## config.mk

```make
export PLATFORM = sky130hd
export DESIGN_NAME = gps_ubx_nmea_byte_parser_top
export DESIGN_NICKNAME = d
export VERILOG_FILES = /design/src/design/gubx_pkg.sv /design/src/design/gps_ubx_nmea_byte_parser_top.sv /design/src/design/gubx_in_stage.sv /design/src/design/gubx_parse_core.sv /design/src/design/gubx_out_stage.sv
export SDC_FILE = /design/constraint.sdc
export NUM_CORES = 1
export LEC_CHECK = 0
export ABC_AREA = 0
export ABC_CLOCK_PERIOD_IN_PS = 3550
export BUFFER_PORTS_ARGS = -buffer_cell sky130_fd_sc_hd__buf_4
export CORE_MARGIN = 3
export CORE_UTILIZATION = 41
export DETAILED_ROUTE_END_ITERATION = 8
export SLEW_MARGIN = 20
export SYNTH_ARGS = -nofsm -noshare
export SYNTH_HDL_FRONTEND = slang
export SYNTH_HIERARCHICAL = 1
export SYNTH_SLANG_ARGS = --single-unit
```

## constraint.sdc

```tcl
create_clock -name clk -period 3.55 [get_ports clk]
set_input_delay 0.71 -clock clk [delete_from_list [all_inputs] [get_ports clk]]
set_output_delay 0.71 -clock clk [all_outputs]
set_load 0.1 [all_outputs]
```

## src/design/gubx_pkg.sv

```systemverilog
// Shared types and constants for the GPS binary/text byte parser.
// No dependencies; imported by the top level, the parser core and the result register.
`default_nettype none

package gubx_pkg;

    // Reset value of the largest accepted binary payload length.
    localparam logic [15:0] MAX_LEN_RESET = 16'd85;

    // One parser result word.
    typedef struct packed {
        logic        fix_valid;
        logic        fix_update;
        logic        ack_seen;
        logic        header_done;
        logic [7:0]  frame_class;
        logic [7:0]  frame_id;
        logic [15:0] frame_len;
    } result_t;

endpackage

`default_nettype wire

```

## src/design/gps_ubx_nmea_byte_parser_top.sv

```systemverilog
// Top level of the GPS receive-byte parser.
// Depends on gubx_pkg, gubx_in_stage, gubx_parse_core and gubx_out_stage.
//
// Usage:
//   Input channel in_valid/in_ready carries one received GPS byte (rx_byte)
//   per word. Output channel out_valid/out_ready carries exactly one result
//   word per input byte: the fix flag, the fix-update, ack and header-done
//   pulses, and the recorded binary class, id and length.
//   cfg_wr_en/cfg_wr_data write the largest accepted binary payload length;
//   write it only while no byte is in flight.
//   A received byte passes the input register, then the parser logic into
//   the result register, from which its result word is offered.
//   Throughput: one byte per cycle while the receiver does not stall, with
//   the parser state updated between the two registers.
//   Reset: the parser returns to idle, all recorded fields and the fix flag
//   clear, and the length limit returns to 85.
//   Receiver stall: the result register holds its word; the input register
//   still takes one more byte, after which in_ready drops until out_ready.
`default_nettype none

module gps_ubx_nmea_byte_parser_top (
    input  wire logic        clk,
    input  wire logic        rst_n,
    input  wire logic        in_valid,
    output logic             in_ready,
    input  wire logic [7:0]  rx_byte,
    output logic             out_valid,
    input  wire logic        out_ready,
    output logic             fix_valid,
    output logic             fix_update,
    output logic             ack_seen,
    output logic             header_done,
    output logic [7:0]       frame_class,
    output logic [7:0]       frame_id,
    output logic [15:0]      frame_len,
    input  wire logic        cfg_wr_en,
    input  wire logic [15:0] cfg_wr_data
);

    import gubx_pkg::*;

    logic        advance;
    logic        step;
    logic [7:0]  byte_q;
    logic [15:0] max_len_reg;
    result_t     core_result;
    result_t     out_result;

    // Length limit register.
    always_ff @(posedge clk or negedge rst_n)
    begin
        if (!rst_n)
        begin
            max_len_reg <= MAX_LEN_RESET;
        end
        else if (cfg_wr_en)
        begin
            max_len_reg <= cfg_wr_data;
        end
    end

    gubx_in_stage u_in (
        .clk      (clk),
        .rst_n    (rst_n),
        .in_valid (in_valid),
        .in_ready (in_ready),
        .rx_byte  (rx_byte),
        .advance  (advance),
        .step     (step),
        .byte_q   (byte_q)
    );

    gubx_parse_core u_core (
        .clk     (clk),
        .rst_n   (rst_n),
        .step    (step),
        .byte_in (byte_q),
        .max_len (max_len_reg),
        .result  (core_result)
    );

    gubx_out_stage u_out (
        .clk        (clk),
        .rst_n      (rst_n),
        .load       (step),
        .result_in  (core_result),
        .advance    (advance),
        .out_valid  (out_valid),
        .out_ready  (out_ready),
        .result_out (out_result)
    );

    // Break the result word out onto the field ports.
    assign fix_valid   = out_result.fix_valid;
    assign fix_update  = out_result.fix_update;
    assign ack_seen    = out_result.ack_seen;
    assign header_done = out_result.header_done;
    assign frame_class = out_result.frame_class;
    assign frame_id    = out_result.frame_id;
    assign frame_len   = out_result.frame_len;

endmodule

`default_nettype wire

```

## src/design/gubx_in_stage.sv

```systemverilog
// Input register: holds one received byte until the parser consumes it.
// Depends on nothing but the downstream advance signal.
`default_nettype none

module gubx_in_stage (
    input  wire logic       clk,
    input  wire logic       rst_n,
    input  wire logic       in_valid,
    output logic            in_ready,
    input  wire logic [7:0] rx_byte,
    input  wire logic       advance,
    output logic            step,
    output logic [7:0]      byte_q
);

    logic       valid_reg;
    logic       valid_next;
    logic [7:0] byte_reg;

    // The stage takes a word when empty or when its word moves on this cycle.
    assign in_ready = !valid_reg || advance;
    assign step     = valid_reg && advance;
    assign byte_q   = byte_reg;

    always_comb
    begin
        valid_next = valid_reg;
        if (in_valid && in_ready)
        begin
            valid_next = 1'b1;
        end
        else if (advance)
        begin
            valid_next = 1'b0;
        end
    end

    always_ff @(posedge clk or negedge rst_n)
    begin
        if (!rst_n)
        begin
            valid_reg <= 1'b0;
        end
        else
        begin
            valid_reg <= valid_next;
        end
    end

    // Payload register needs no reset.
    always_ff @(posedge clk)
    begin
        if (in_valid && in_ready)
        begin
            byte_reg <= rx_byte;
        end
    end

endmodule

`default_nettype wire

```

## src/design/gubx_parse_core.sv

```systemverilog
// Parser state machine: binary header decode and GGA fix sentence scan.
// Depends on gubx_pkg for the result word type.
`default_nettype none

module gubx_parse_core (
    input  wire logic            clk,
    input  wire logic            rst_n,
    input  wire logic            step,
    input  wire logic [7:0]      byte_in,
    input  wire logic [15:0]     max_len,
    output gubx_pkg::result_t    result
);

    import gubx_pkg::*;

    localparam logic [3:0] ST_IDLE    = 4'd0;
    localparam logic [3:0] ST_SYNC2   = 4'd1;
    localparam logic [3:0] ST_CLASS   = 4'd2;
    localparam logic [3:0] ST_ID      = 4'd3;
    localparam logic [3:0] ST_LENLO   = 4'd4;
    localparam logic [3:0] ST_LENHI   = 4'd5;
    localparam logic [3:0] ST_PAYLOAD = 4'd6;
    localparam logic [3:0] ST_TXT_G1  = 4'd7;
    localparam logic [3:0] ST_TXT_P   = 4'd8;
    localparam logic [3:0] ST_TXT_G2  = 4'd9;
    localparam logic [3:0] ST_TXT_G3  = 4'd10;
    localparam logic [3:0] ST_TXT_A   = 4'd11;
    localparam logic [3:0] ST_FIELDS  = 4'd12;

    localparam logic [7:0] SYNC_1    = 8'hb5;
    localparam logic [7:0] SYNC_2    = 8'h62;
    localparam logic [7:0] CH_DOLLAR = 8'h24;
    localparam logic [7:0] CH_G      = 8'h47;
    localparam logic [7:0] CH_P      = 8'h50;
    localparam logic [7:0] CH_A      = 8'h41;
    localparam logic [7:0] CH_COMMA  = 8'h2c;
    localparam logic [7:0] CH_ONE    = 8'h31;
    localparam logic [7:0] CH_TWO    = 8'h32;
    localparam logic [7:0] ACK_CLASS = 8'h05;
    localparam logic [2:0] FIX_COMMAS = 3'd6;

    logic [3:0]  state_reg, state_next;
    logic [7:0]  len_lo_reg, len_lo_next;
    logic [7:0]  class_reg, class_next;
    logic [7:0]  id_reg, id_next;
    logic [15:0] len_reg, len_next;
    logic [2:0]  comma_reg, comma_next;
    logic        fix_reg, fix_next;
    logic        upd, ack, hdr;
    logic        class_ok;
    logic [15:0] len_cand;

    // Known binary message classes.
    always_comb
    begin
        case (byte_in)
            8'h01, 8'h02, 8'h04, 8'h05, 8'h06, 8'h09,
            8'h0a, 8'h0b, 8'h0d, 8'h10, 8'h13, 8'h21,
            8'h27, 8'h28: class_ok = 1'b1;
            default:      class_ok = 1'b0;
        endcase
    end

    assign len_cand = {byte_in, len_lo_reg};

    // Next-state and result logic for one byte.
    always_comb
    begin
        state_next  = state_reg;
        len_lo_next = len_lo_reg;
        class_next  = class_reg;
        id_next     = id_reg;
        len_next    = len_reg;
        comma_next  = comma_reg;
        fix_next    = fix_reg;
        upd         = 1'b0;
        ack         = 1'b0;
        hdr         = 1'b0;
        unique case (state_reg)
            ST_SYNC2:
            begin
                state_next = (byte_in == SYNC_2) ? ST_CLASS : ST_IDLE;
            end
            ST_CLASS:
            begin
                class_next = byte_in;
                state_next = class_ok ? ST_ID : ST_IDLE;
            end
            ST_ID:
            begin
                id_next    = byte_in;
                state_next = ST_LENLO;
            end
            ST_LENLO:
            begin
                len_lo_next = byte_in;
                state_next  = ST_LENHI;
            end
            ST_LENHI:
            begin
                len_next = len_cand;
                if ((len_cand == 16'd0) || (len_cand > max_len))
                begin
                    state_next = ST_IDLE;
                end
                else
                begin
                    hdr        = 1'b1;
                    state_next = ST_PAYLOAD;
                end
            end
            ST_PAYLOAD:
            begin
                ack        = (class_reg == ACK_CLASS);
                state_next = ST_IDLE;
            end
            ST_TXT_G1:
            begin
                state_next = (byte_in == CH_G) ? ST_TXT_P : ST_IDLE;
            end
            ST_TXT_P:
            begin
                state_next = (byte_in == CH_P) ? ST_TXT_G2 : ST_IDLE;
            end
            ST_TXT_G2:
            begin
                state_next = (byte_in == CH_G) ? ST_TXT_G3 : ST_IDLE;
            end
            ST_TXT_G3:
            begin
                state_next = (byte_in == CH_G) ? ST_TXT_A : ST_IDLE;
            end
            ST_TXT_A:
            begin
                if (byte_in == CH_A)
                begin
                    comma_next = 3'd0;
                    state_next = ST_FIELDS;
                end
                else
                begin
                    state_next = ST_IDLE;
                end
            end
            ST_FIELDS:
            begin
                // The byte after the sixth comma is the fix field, whatever it is.
                if (comma_reg == FIX_COMMAS)
                begin
                    fix_next   = (byte_in == CH_ONE) || (byte_in == CH_TWO);
                    upd        = 1'b1;
                    state_next = ST_IDLE;
                end
                else if (byte_in == CH_COMMA)
                begin
                    comma_next = comma_reg + 3'd1;
                end
            end
            default:
            begin
                // Idle, and the unused codes behave as idle.
                if (byte_in == SYNC_1)
                begin
                    state_next = ST_SYNC2;
                end
                else if (byte_in == CH_DOLLAR)
                begin
                    state_next = ST_TXT_G1;
                end
                else
                begin
                    state_next = ST_IDLE;
                end
            end
        endcase
    end

    // Result word reflects the state after this byte.
    always_comb
    begin
        result.fix_valid   = fix_next;
        result.fix_update  = upd;
        result.ack_seen    = ack;
        result.header_done = hdr;
        result.frame_class = class_next;
        result.frame_id    = id_next;
        result.frame_len   = len_next;
    end

    // State advances only when a byte is consumed.
    always_ff @(posedge clk or negedge rst_n)
    begin
        if (!rst_n)
        begin
            state_reg  <= ST_IDLE;
            len_lo_reg <= 8'd0;
            class_reg  <= 8'd0;
            id_reg     <= 8'd0;
            len_reg    <= 16'd0;
            comma_reg  <= 3'd0;
            fix_reg    <= 1'b0;
        end
        else if (step)
        begin
            state_reg  <= state_next;
            len_lo_reg <= len_lo_next;
            class_reg  <= class_next;
            id_reg     <= id_next;
            len_reg    <= len_next;
            comma_reg  <= comma_next;
            fix_reg    <= fix_next;
        end
    end

endmodule

`default_nettype wire

```

## src/design/gubx_out_stage.sv

```systemverilog
// Result register: holds one parser result word until the receiver takes it.
// Depends on gubx_pkg for the result word type.
`default_nettype none

module gubx_out_stage (
    input  wire logic              clk,
    input  wire logic              rst_n,
    input  wire logic              load,
    input  gubx_pkg::result_t      result_in,
    output logic                   advance,
    output logic                   out_valid,
    input  wire logic              out_ready,
    output gubx_pkg::result_t      result_out
);

    import gubx_pkg::*;

    logic    valid_reg;
    logic    valid_next;
    result_t data_reg;

    // The register can take a new word when empty or being emptied.
    assign advance    = !valid_reg || out_ready;
    assign out_valid  = valid_reg;
    assign result_out = data_reg;

    always_comb
    begin
        valid_next = valid_reg;
        if (load)
        begin
            valid_next = 1'b1;
        end
        else if (out_ready)
        begin
            valid_next = 1'b0;
        end
    end

    always_ff @(posedge clk or negedge rst_n)
    begin
        if (!rst_n)
        begin
            valid_reg <= 1'b0;
        end
        else
        begin
            valid_reg <= valid_next;
        end
    end

    always_ff @(posedge clk)
    begin
        if (load)
        begin
            data_reg <= result_in;
        end
    end

endmodule

`default_nettype wire

```

Word-level counts from Yosys, hierarchy flattened. Memory sizes are Yosys's and may differ from the RTL's. A register that Yosys moved wholly into a read port is not among the register bits. Cells that the tools add are included.

Divide/modulo/power cells: 0. Shifts and indexed selects: 0. $add $sub $neg: 1. Multipliers: 0. Bitwise logic cells: 0. Reduce and logical (&&, ||, !) cells: 16. Equal/unequal tests: 27. Mux-type cells: 29. Order comparisons: 1.

Operator list (number): case mux 4 bit (12 select lines) (1); == test 8 x 6 -> 1 bit, second input constant (4); == test 8 x 7 -> 1 bit, second input constant (4); 2-to-1 mux 4 bit (7); == test 4 bit, second input constant (5); == test 4 x 3 -> 1 bit, second input constant (4); greater-than comparator 16 bit (1); logical NOT 16 bit (1); 2-to-1 mux 16 bit (1); 2-to-1 mux 8 bit (2); 2-to-1 mux 3 bit (5); 2-to-1 mux 1 bit (9); == test 4 x 2 -> 1 bit, second input constant (2); == test 8 x 3 -> 1 bit, second input constant (1); == test 8 bit, second input constant (1); 2-to-1 mux 6 bit (1); inequality test 2 x 1 -> 1 bit, second input constant (3); case mux 3 bit (2 select lines) (1); nonzero test 2 bit (3); AND reduction 5 bit (1); == test 4 x 1 -> 1 bit, second input constant (1); logical OR 1 bit (4); 2-to-1 mux 2 bit (2); AND reduction 2 bit (2); other kinds (6) (8).

Output and inout bits: 38. Word-level logic and storage cells: 93. Memories: 1. Latch bits: 0. ROM bits: 64. Input port bits: 29. Register bits: 110. Bits in writable memories: 0.

Memories: (name not given) (depth 64, width 1, read ports 1, clocked after memory_dff 1, write ports 0, line gubx_parse_core.sv:56) `case (byte_in)`.

Logic depth before layout (Yosys ltp).
Depth in word-level cells: 5. Depth in mapped cells: 9. Gate-level depth less buffers: 8.

Hierarchy. Netlist, hierarchy kept.

Modules (own cells, without submodules): gubx_parse_core (sequential area each 1201.2 µm², area an instance 3308.2 µm², cells an instance 321, instances 1); gubx_out_stage (sequential area each 1106.1 µm², area an instance 1128.6 µm², cells an instance 39, instances 1); gps_ubx_nmea_byte_parser_top (sequential area each 405.4 µm², area an instance 654.4 µm², cells an instance 34, instances 1); gubx_in_stage (sequential area each 265.3 µm², area an instance 300.3 µm², cells an instance 13, instances 1).

Least setup slack after synthesis. No wires, ideal clock.

Kind: reg-to-reg. Start point: register u_out.valid_reg, in the netlist u_out/out_valid. End point: register u_core.class_reg[0]. Arrival: 2.892 ns. Path buffers: 2. Setup time: 0.125 ns. Required time: 3.425 ns. Cell stages (with the launch flop): 6. Setup slack: 0.533 ns. Period minus slack after synthesis: 3.017 ns. Cell sequence: dfrtp_1 nand2b_4 and2_1 clkbuf_1 clkbuf_1 mux2_2.

Cells in the longest elaborated chain, start to end: 3.

RTL lines: from (decl) (line gubx_out_stage.sv:18) `logic valid_reg;`; from (signal assigned) (line gubx_out_stage.sv:48) `valid_reg <= valid_next;`; logical NOT 1 bit (line gubx_out_stage.sv:23) `assign advance = !valid_reg || out_ready;`; logical OR 1 bit (line gubx_out_stage.sv:23); via advance (line gps_ubx_nmea_byte_parser_top.sv:42) `logic advance;`; logical AND 1 bit (line gubx_in_stage.sv:22) `assign step = valid_reg && advance;`; via step (line gps_ubx_nmea_byte_parser_top.sv:43) `logic step;`; to (signal assigned) (line gubx_parse_core.sv:207) `class_reg <= class_next;`; to (decl) (line gubx_parse_core.sv:44) `logic [7:0] class_reg, class_next;`.

The timed path passes the listed nets, and every way through them passes these cells. A chain may end at the register's enable or synchronous reset.

Worst setup path in the final report.
Start point: register u_in.byte_reg[3], in the netlist u_in/byte_q[3]. End point: register u_core.state_reg[2].

Cells in the longest elaborated chain, start to end: 4. Elaborated cells between the ends (all ways): 11. Those cells by class: 1 x order compare; 3 x eq/ne; 5 x mux; 2 x reduce/logical.

RTL lines: from (decl) (line gubx_in_stage.sv:18) `logic [7:0] byte_reg;`; from (signal assigned) (line gubx_in_stage.sv:55) `byte_reg <= rx_byte;`; greater-than comparator 16 bit (tied with other cells) (line gubx_parse_core.sv:102) `if ((len_cand == 16'd0) || (len_cand > max_len))`; logical OR 1 bit or 2-to-1 mux 3 bit (tied branches) (line gubx_parse_core.sv:102, gubx_parse_core.sv:166); 2-to-1 mux 3 bit or 2-to-1 mux 4 bit (tied branches) (line gubx_parse_core.sv:102, gubx_parse_core.sv:162); case mux 4 bit (12 select lines) (*) (line gubx_parse_core.sv:79) `unique case (state_reg)`; to (signal assigned) (line gubx_parse_core.sv:205) `state_reg <= state_next;`; to (decl) (line gubx_parse_core.sv:42) `logic [3:0] state_reg, state_next;`.

Mark *: on every way between the ends. The rest lies on a longest branch, timed or not.

==> results.md <==
* Synth top area share at 28.8%
* Die area at ~15000 um2
* # clock sinks at 110
* Wirelength per Cell at 17.0 um
* Min Tclk post-route at 2.52 ns
* Max incr delay on CP at 0.68 ns
* Largest net degree at the start of global routing at 67
* Worst hold slack at about 0.44 ns
* WP buf/inv at 0
* Least-Margin Pin Slew at 0.889 ns
* Setup Buffers After CTS at 0
* Num rows at between 40 and 50
* Slowest CP cell: edfxtp_1
* Outcome: finished, final reports clean
* Count of state elements after synthesis at between 100 and 150
* CORE AREA at around 13000 um2
* I/O Buffers at 66
* Non-filler cells, final at between 600 and 700
* Pre-antenna DRT Iters at 4
* Hold_buf cts at 0
* Layout cell share with drive strength beyond 1 at 39.7%
* CP Class: reg -> reg
* DR DRC count at 0
* Post-synth ARST share at 60.0%
* Register area share after synthesis at 55.2%
* Post-DRT Antenna Nets at 0
* Vias at 3312
* Clk pin slew, worst setup/hold paths at 0.07 ns
* Hold Crit Class: in -> async
* Commonest cells after routing, fill and taps aside: 75 x mux2_2, 68 x buf_4, 62 x dfrtp_1
* Worst relative slew slack at 40.8%
* Crit path capture type: flip-flop
* Total GRT Usage at 16.1%
* Reg2reg start: u_in/byte_q[3]
* Most common cell after layout, fill and taps aside: mux2_2
* Max reg flops at 36
* Register area at about 3000 um2
* Max Clk Rate at 396 MHz
* RSZ-0062 raised after global routing: no
* Critical path origin: u_in/byte_q[3]
* Vias in the first global route at 3483
* Placed insts at 625
* Clk_skew at 0.00892 ns
* PwrDens at 765 nW/um2
* Max-cap violations at 0
* Grt ovf at 0
* # IOs at 67
* CP top delay family: simple AND/OR/NAND/NOR gates
* Area contributors post-synth: dfrtp_1 29%, edfxtp_1 25%, mux2_2 16%
* First DRT Iteration DRCs at roughly 140
* Routability Congestion at 0.859
* Final Hold Fails at 0
* Area of the multi-input gates at 2180 um2
* Nets at 516
* Die X at 121 um
* Post-synth EDFFs at between 40 and 50
* FILL cells at 1179
* Startpoint Class: flip-flop
* Vias/cell at 5.17
* Worst Path Required at between 3 and 4 ns
* Mapped Nets at 459
* Top_reg_cell synth: dfrtp_1
* First-pass GRT wire length at 18100 um
* Layout area overhead at 16.8%
* Final setup TNS at 0 ns
* CTS H-tree depth at 3
* Worst setup margin at 1.03 ns
* Netlist cell types at 58
* Area of the mapped netlist at 5390 um2
* Syn Inst Count at between 400 and 500
* Dpl ws at 1.01 ns
* CTS root buf: clkbuf_16
* CTS resizes at 0
* Max Buffers Root-to-Sink at 2
* Fin crit share at 71.1%
* CTS tree: built
* Worst Path Arrival at 2.73 ns
* Leak at 2.79 nW
* Max Slew Vio Count at 0
* Final WL at 10900 um
* Antenna diodes at 0
* TritonCTS Buffers at 9
* Overall die height at between 100 and 150 um
* Setup-violating endpoint count in the final report at 0
* Worst-Skew Late Latency at 0.35 ns
* Peak VDD IR at 0.434 mV
* Cells along the critical path: ha_1 -> nand4_1 -> nor4_1 -> a21boi_0 -> a2111oi_0 -> nor3_1 -> a21oi_1
* Synthesized area per cell at ~13 um2
* Yosys warns at 6
* Crit path max fanout at 14
* Initial Util at a little over two fifths
* Initial antenna violation count at 0
* Cell taking the most area after synthesis: dfrtp_1
* Detailed placer's ending HPWL at 7360 um
[layout make-up]
cell class              instances  share of cell area [%]
flip-flops and latches        110                    47.3
repair buffers                 68                    8.11
multi-input cells             248                    34.6
clock buffers                  11                    4.03
well taps                     172                    3.42
clock inverters                 5                   0.894
inverters                      27                    1.63
[metal layers]
layer	wire (um)	GRT usage, %	vias to the layer above	share of wire, %
met3	382	2.95	15	3.5
met1	5010	21.1	1645	46
met5	0	0	-	0
met4	245	7.37	0	2.2
met2	5260	26.0	52	48
li1	-	-	1600	-
[worst reg2reg max path, cell delays in order, from the launching register on]
cell       delay, ns
edfxtp_1        0.68
ha_1            0.45
nand4_1         0.13
nor4_1          0.39
a21boi_0        0.30
a2111oi_0       0.15
nor3_1          0.21
a21oi_1         0.09
[through the flow]
step	utilization (%)	total power [mW]	area (um2)
3_5_place_dp	47.0	3.81	5980
5_1_grt	49.5	5.08	6290
4_1_cts	49.5	4.87	6290
2_1_floorplan	-	3.42	5390
3_3_place_gp	47.0	3.77	5980
6_report	49.5	4.82	6290
[cells in the mapped netlist, drive strengths merged (5+ instances only)]
cell / n
nand3: 6
mux2i: 5
ha: 23
inv: 26
dfrtp: 62
nand4: 6
edfxtp: 44
o21ai: 11
nor3: 6
nor2: 13
nand2b: 9
mux2: 85
nand2: 19
nor2b: 7
nor4: 5
a21oi: 12
clkbuf: 10
buf: 12
[power by group]
group	total, mW	leakage, nW	internal (mW)	switching (mW)
Clock	1.04	0.151	0.591	0.451
Combinational	1.78	1.37	0.621	1.16
Sequential	1.99	1.27	1.72	0.269
[worst paths after layout]
| kind | cells after the start | end | slack, ns |
|---|---|---|---|
| max | 7 | u_core/state_reg[2] | 1.03 |
| min | 1 | u_core/id_reg[1] | 0.44 |
| max reg2reg | 7 | u_core/state_reg[2] | 1.03 |
| min reg2reg | 1 | u_core/len_reg[6] | 0.50 |
| max in group asynchronous | 1 | u_core/class_reg[4] | 2.48 |
| min in group clk | 1 | u_core/len_reg[6] | 0.50 |
[cells by family (layout without fill, tap and decap cells)]
kind of cell               after synthesis  in the layout  share of synthesized area (%)
DFF                                    110            110                           55.2
muxes                                   90             90                           19.4
and+or+nand+nor                         88             88                           9.96
buffers and inverters                   49            111                           4.41
adders and majority gates               23             23                           5.34
AOI/OAI and AO/OA                       47             47                           5.69
Power figures use the tool's default switching activity.
